File: src/sv/kst_pkg.sv
// ----------------------------------------------------------------------------
// kst_pkg
// Shared types, constants and saturation helpers for the two-state tracker.
// ----------------------------------------------------------------------------
package kst_pkg;

  localparam int W   = 32;  // Q16.16 word
  localparam int MW  = 33;  // multiplier operand width
  localparam int PW  = 66;  // product width
  localparam int XW  = 68;  // wide working width for sums before saturation
  localparam int DNW = 36;  // innovation variance width
  localparam int DVW = 48;  // dividend / quotient width
  localparam int DSW = 35;  // divisor magnitude width
  localparam int IXW = 3;   // config index width

  localparam logic [IXW-1:0] REG_PROC_NOISE = 3'd0;
  localparam logic [IXW-1:0] REG_MEAS_NOISE = 3'd1;
  localparam logic [IXW-1:0] REG_INIT_COV   = 3'd2;
  localparam logic [IXW-1:0] REG_INIT_FIRST = 3'd3;
  localparam logic [IXW-1:0] REG_INIT_SEC   = 3'd4;
  localparam logic [IXW-1:0] REG_DIFF_GAIN  = 3'd5;

  localparam logic [30:0] PROC_NOISE_RST = 31'd655;
  localparam logic [30:0] MEAS_NOISE_RST = 31'd65536;
  localparam logic [30:0] INIT_COV_RST   = 31'd65536;
  localparam logic [15:0] DIFF_GAIN_RST  = 16'd10000;

  typedef struct packed {
    logic signed [15:0] sample;
    logic signed [15:0] coef_first;
    logic signed [15:0] coef_second;
    logic               restart;
  } in_beat_t;

  typedef struct packed {
    logic signed [31:0] second_estimate;
    logic [31:0]        squared_innovation;
    logic [31:0]        third_difference;
    logic               difference_valid;
  } out_beat_t;

  typedef enum logic [2:0] {
    ST_IDLE, ST_CALC_A, ST_DIV0, ST_DIV1, ST_CALC_B, ST_DONE
  } state_t;

  // One multiply per step, except SP_END; name gives the operand pair.
  typedef enum logic [4:0] {
    SP_P0C0, SP_P2C1, SP_P1C0, SP_P3C1, SP_P1C1, SP_P2C0,
    SP_SAC0, SP_SBC1, SP_C0E0, SP_C1E1,
    SP_K0I, SP_K1I, SP_K0SA, SP_K0SB, SP_K1SA, SP_K1SB,
    SP_II, SP_MG, SP_END
  } step_t;

  typedef struct packed {
    logic start;
    logic busy;
    logic done;
  } div_ctl_t;

  function automatic logic signed [W-1:0] sat32(input logic signed [XW-1:0] v);
    logic signed [XW-1:0] hi;
    logic signed [XW-1:0] lo;
    hi = XW'(32'sh7FFFFFFF);
    lo = XW'(32'sh80000000);
    if (v > hi) return 32'sh7FFFFFFF;
    else if (v < lo) return 32'sh80000000;
    else return v[W-1:0];
  endfunction

  // Non-negative input only.
  function automatic logic [W-1:0] satu32(input logic signed [XW-1:0] v);
    if (v[XW-1:W] != '0) return '1;
    else return v[W-1:0];
  endfunction

endpackage

File: src/sv/kst_div.sv
// ----------------------------------------------------------------------------
// kst_div
// Unsigned restoring divider, one quotient bit per cycle.
// ----------------------------------------------------------------------------
module kst_div (
  input  logic                     clk,
  input  logic                     rst_n,
  input  logic                     start,
  input  logic [kst_pkg::DVW-1:0]  dividend,
  input  logic [kst_pkg::DSW-1:0]  divisor,
  output logic                     busy,
  output logic                     done,
  output logic [kst_pkg::DVW-1:0]  quotient
);
  import kst_pkg::*;

  localparam int CNTW = $clog2(DVW + 1);

  logic [CNTW-1:0] cnt_r, cnt_nxt;
  logic            busy_r, busy_nxt;
  logic            done_r, done_nxt;
  logic [DVW-1:0]  dq_r, dq_nxt;     // dividend shifts out, quotient shifts in
  logic [DSW-1:0]  rem_r, rem_nxt;
  logic [DSW-1:0]  dsr_r;
  logic [DSW:0]    trial;

  assign trial = {rem_r, dq_r[DVW-1]};

  always_comb begin
    cnt_nxt  = cnt_r;
    busy_nxt = busy_r;
    done_nxt = 1'b0;
    dq_nxt   = dq_r;
    rem_nxt  = rem_r;
    if (start) begin
      busy_nxt = 1'b1;
      cnt_nxt  = CNTW'(DVW);
      dq_nxt   = dividend;
      rem_nxt  = '0;
    end else if (busy_r) begin
      if (trial >= {1'b0, dsr_r}) begin
        rem_nxt = DSW'(trial - {1'b0, dsr_r});
        dq_nxt  = {dq_r[DVW-2:0], 1'b1};
      end else begin
        rem_nxt = trial[DSW-1:0];
        dq_nxt  = {dq_r[DVW-2:0], 1'b0};
      end
      cnt_nxt = cnt_r - 1'b1;
      if (cnt_r == CNTW'(1)) begin
        busy_nxt = 1'b0;
        done_nxt = 1'b1;
      end
    end
  end

  always_ff @(posedge clk) begin
    if (!rst_n) begin
      busy_r <= 1'b0;
      done_r <= 1'b0;
      cnt_r  <= '0;
    end else begin
      busy_r <= busy_nxt;
      done_r <= done_nxt;
      cnt_r  <= cnt_nxt;
    end
  end

  always_ff @(posedge clk) begin
    dq_r  <= dq_nxt;
    rem_r <= rem_nxt;
    if (start) dsr_r <= divisor;
  end

  assign busy     = busy_r;
  assign done     = done_r;
  assign quotient = dq_r;

endmodule
File: config.mk
export PLATFORM = sky130hd
export DESIGN_NAME = kst_div
export DESIGN_NICKNAME = d
export VERILOG_FILES = /design/src/sv/kst_pkg.sv /design/src/sv/kst_div.sv
export SDC_FILE = /design/constraint.sdc
export NUM_CORES = 1
export LEC_CHECK = 0
export BUFFER_PORTS_ARGS = -buffer_cell sky130_fd_sc_hd__buf_2
export CORE_MARGIN = 10
export CORE_UTILIZATION = 55
export DETAILED_ROUTE_END_ITERATION = 12
export GPL_TIMING_DRIVEN = 0
export PLACE_DENSITY = 0.89
export REMOVE_ABC_BUFFERS = 1
export SLEW_MARGIN = 25
export SYNTH_ARGS = -nofsm -noshare
export SYNTH_HDL_FRONTEND = slang
export SYNTH_SLANG_ARGS = --single-unit
File: constraint.sdc
create_clock -name clk -period 4.2 [get_ports clk]
set_input_delay 0.84 -clock clk [delete_from_list [all_inputs] [get_ports clk]]
set_output_delay 0.84 -clock clk [all_outputs]
set_load 0.03 [all_outputs]
==> impl_metrics.yaml <==
cts:
  cts_resized: 0
  cts_buffers: 17
  clockBufferDepth: 2
  cts.clk_slew.worst_paths_ps: 60
  h-tree-depth: 4
  holdBufCountCts: 0
  clock_sinks: 126
  clock_latency_ps: 420
  postCtsSetupRepairBufs: 0
  clockRootBuffer: "clkbuf_16"
  tritoncts: "yes"
timing:
  fin_crit_ps: 3420
  max_freq_ghz: 0.292
  clock_skew_ps: 11.7
  tightest_slew_ps: 1010
  hold_viol: 0
  period_share: 0.815
  rsz0062_at_grt: "no"
  slew_violations: 0
  relSlewSlack: 0.322
  setup-violations-final: 0
pwr:
  leakage_nw: 3.66
  powerDensity_nw_per_um2: 449
  peakVddDrop_mv: 0.327
drt:
  drt-initial-drc-count: 484
  antenna_left: 0
  routedWlPerCell_um: 17.7
  first_pass_iters: 5
  totalWireLength_um: 18100
  viasPerCell: 5.85
  num_vias: 5977
  drc: 0
floorplan:
  fp.coreArea_um2: 13100
  die-area_um2: 18300
  rows: 42
  start_util: 0.555
  die_w_um: 135
  die_height_um: 135
  ioPinCount: 136
cells_and_area:
  drive_above_1_share: 0.290
  area_growth_pct: 20.2
  antenna_cells: 0
  final_cells: 1022
  fillCellCount: 1033
  post-route-util: 0.667
  fin_nets: 957
yosys:
  yosysWarnings: 0
  synth_cell_type_count: 67
  syn_inst: 710
  synthTopCellsByCount: "edfxtp_1, nor2_1, inv_1, mux2_2, nand2_1"
  synthTopCellsByArea: "edfxtp_1, dfxtp_1, mux2_2"
  ys_seq_elements: 126
  syn_area_per_cell_um2: 10.3
  yosysMostFrequentCell: "edfxtp_1"
  yosysTopAreaCell: "edfxtp_1"
  seq_area_frac_synth: 0.460
  syn-cell-area_um2: 7290
  synth-async-reset-ratio: 0
  synthFlopType: "edfxtp_1"
  synth-edff-count: 83
  netlist.area_leader.share: 0.342
min_path:
  hold_path_class: "reg -> reg"
grt:
  grt_util_met1: 0.232
  antenna_found_initial: 1
  grt_pass1_wl_um: 29800
  track_usage: 0.200
  grt_max_degree: 74
  use_met3: 0.101
  busiest_layer: "met2"
  grtUsageMet2: 0.316
  grt_pass1_vias: 6113
  gr-total-overflow: 0
placement:
  gp_congestion: 0.909
  dp.cells: 990
  dp_hpwl_um: 12700
  port_buffers: 135
worst_setup_path:
  critPathLaunchType: "register"
  timing.setup.critical_path_class: "reg -> reg"
  arrival_ps: 3740
  cp_max_fo: 37
  worst-endpoint-required_ps: 4510
  endpoint_kind: "register"
flow_run:
  maxCapViolations: 0
outcome:
  status: "completed"
==> layout by cell type (no fill, tap or decap), types with 5 or more instances in the layout <==
master,instances
o21ai_1,8
xnor2_1,21
buf_2,134
nor4_1,6
inv_1,48
mux2_2,48
o21ai_0,41
ha_1,37
a21o_1,13
dfxtp_1,42
a21oi_1,36
nor3_1,9
o21a_1,10
a311oi_1,24
nor2_1,60
edfxtp_1,83
o211ai_1,6
xor2_1,12
nand2_1,46
a32oi_1,5
a31oi_1,6
nand3_1,35
clkbuf_16,17
==> cell type report <==
type	count	area [µm²]	area share
Clock buffer	20	457	0.0521
Clock inverter	12	183	0.0208
Inverter	49	184	0.0210
Multi-Input combinational cell	500	3600	0.411
Sequential cell	126	3360	0.383
Tap cell	176	220	0.0251
Timing Repair Buffer	139	763	0.0871
==> per-layer routing <==
metal	up-vias	wire length, µm
met5	-	0
met4	0	242
met3	19	1780
met2	224	8510
met1	2835	7600
li1	2899	-
==> stage by stage <==
step | hold WS [ps] | setup WS (ps) | total power, W | instance area, µm² | TNS, ps
2_1_floorplan | 457 | 551 | 0.00210 | 7120 | 0
4_1_cts | 499 | 429 | 0.00395 | 8760 | 0
6_report | 497 | 775 | 0.00394 | 8760 | 0
5_1_grt | 528 | 543 | 0.00410 | 8760 | 0
3_3_place_gp | 481 | -1160 | 0.00232 | 8020 | -77070
3_5_place_dp | 491 | 505 | 0.00235 | 8120 | 0
==> critical path, cell delays in order (launching register included) <==
cell and delay (ps):
edfxtp_1 400, inv_1 80, ha_1 240, fa_1 230, nand2b_1 160, a211oi_2 100, o21ai_1 190, nand2_1 180
a211oi_2 320, nor2_2 100, o21ai_4 800, nand3_1 160, a311oi_1 320
==> worst paths after layout <==
| check | startpoint | end | slack (ps) | cells after the start |
|---|---|---|---|---|
| setup reg to reg | quotient[47] | rem_r[20] | 780 | 12 |
| setup / recovery | quotient[47] | rem_r[20] | 780 | 12 |
| hold reg to reg | cnt_r[1] | cnt_r[1] | 500 | 2 |
| hold / removal | cnt_r[1] | cnt_r[1] | 500 | 2 |
==> report_power, final <==
part           leakage, nW  internal, W  switching, W  total (W)
clock                0.304      0.00103      0.000568    0.00160
sequential            1.18      0.00145     0.0000762    0.00152
combinational         2.17     0.000322      0.000492   0.000814
total                 3.66      0.00280       0.00114    0.00394
==> state kept, by name, summed over array words and instances (netlist names) <==
| register | flops |
|---|---|
| quotient | 48 |
| rem_r | 35 |
| cnt_r | 6 |
| busy | 1 |
| done | 1 |
| dsr_r | 35 |
==> kinds of logic after synthesis <==
kind of cell,Yosys count,synth area share
AO/OA/AOI/OAI,197,0.194
XOR/XNOR,33,0.0396
adder cells (fa/ha/maj),38,0.0662
buffers and inverters,84,0.0484
flip-flops,126,0.460
multiplexers,48,0.0741
AND/OR/NAND/NOR,184,0.117
No activity file was read; power rests on OpenSTA's default activity.
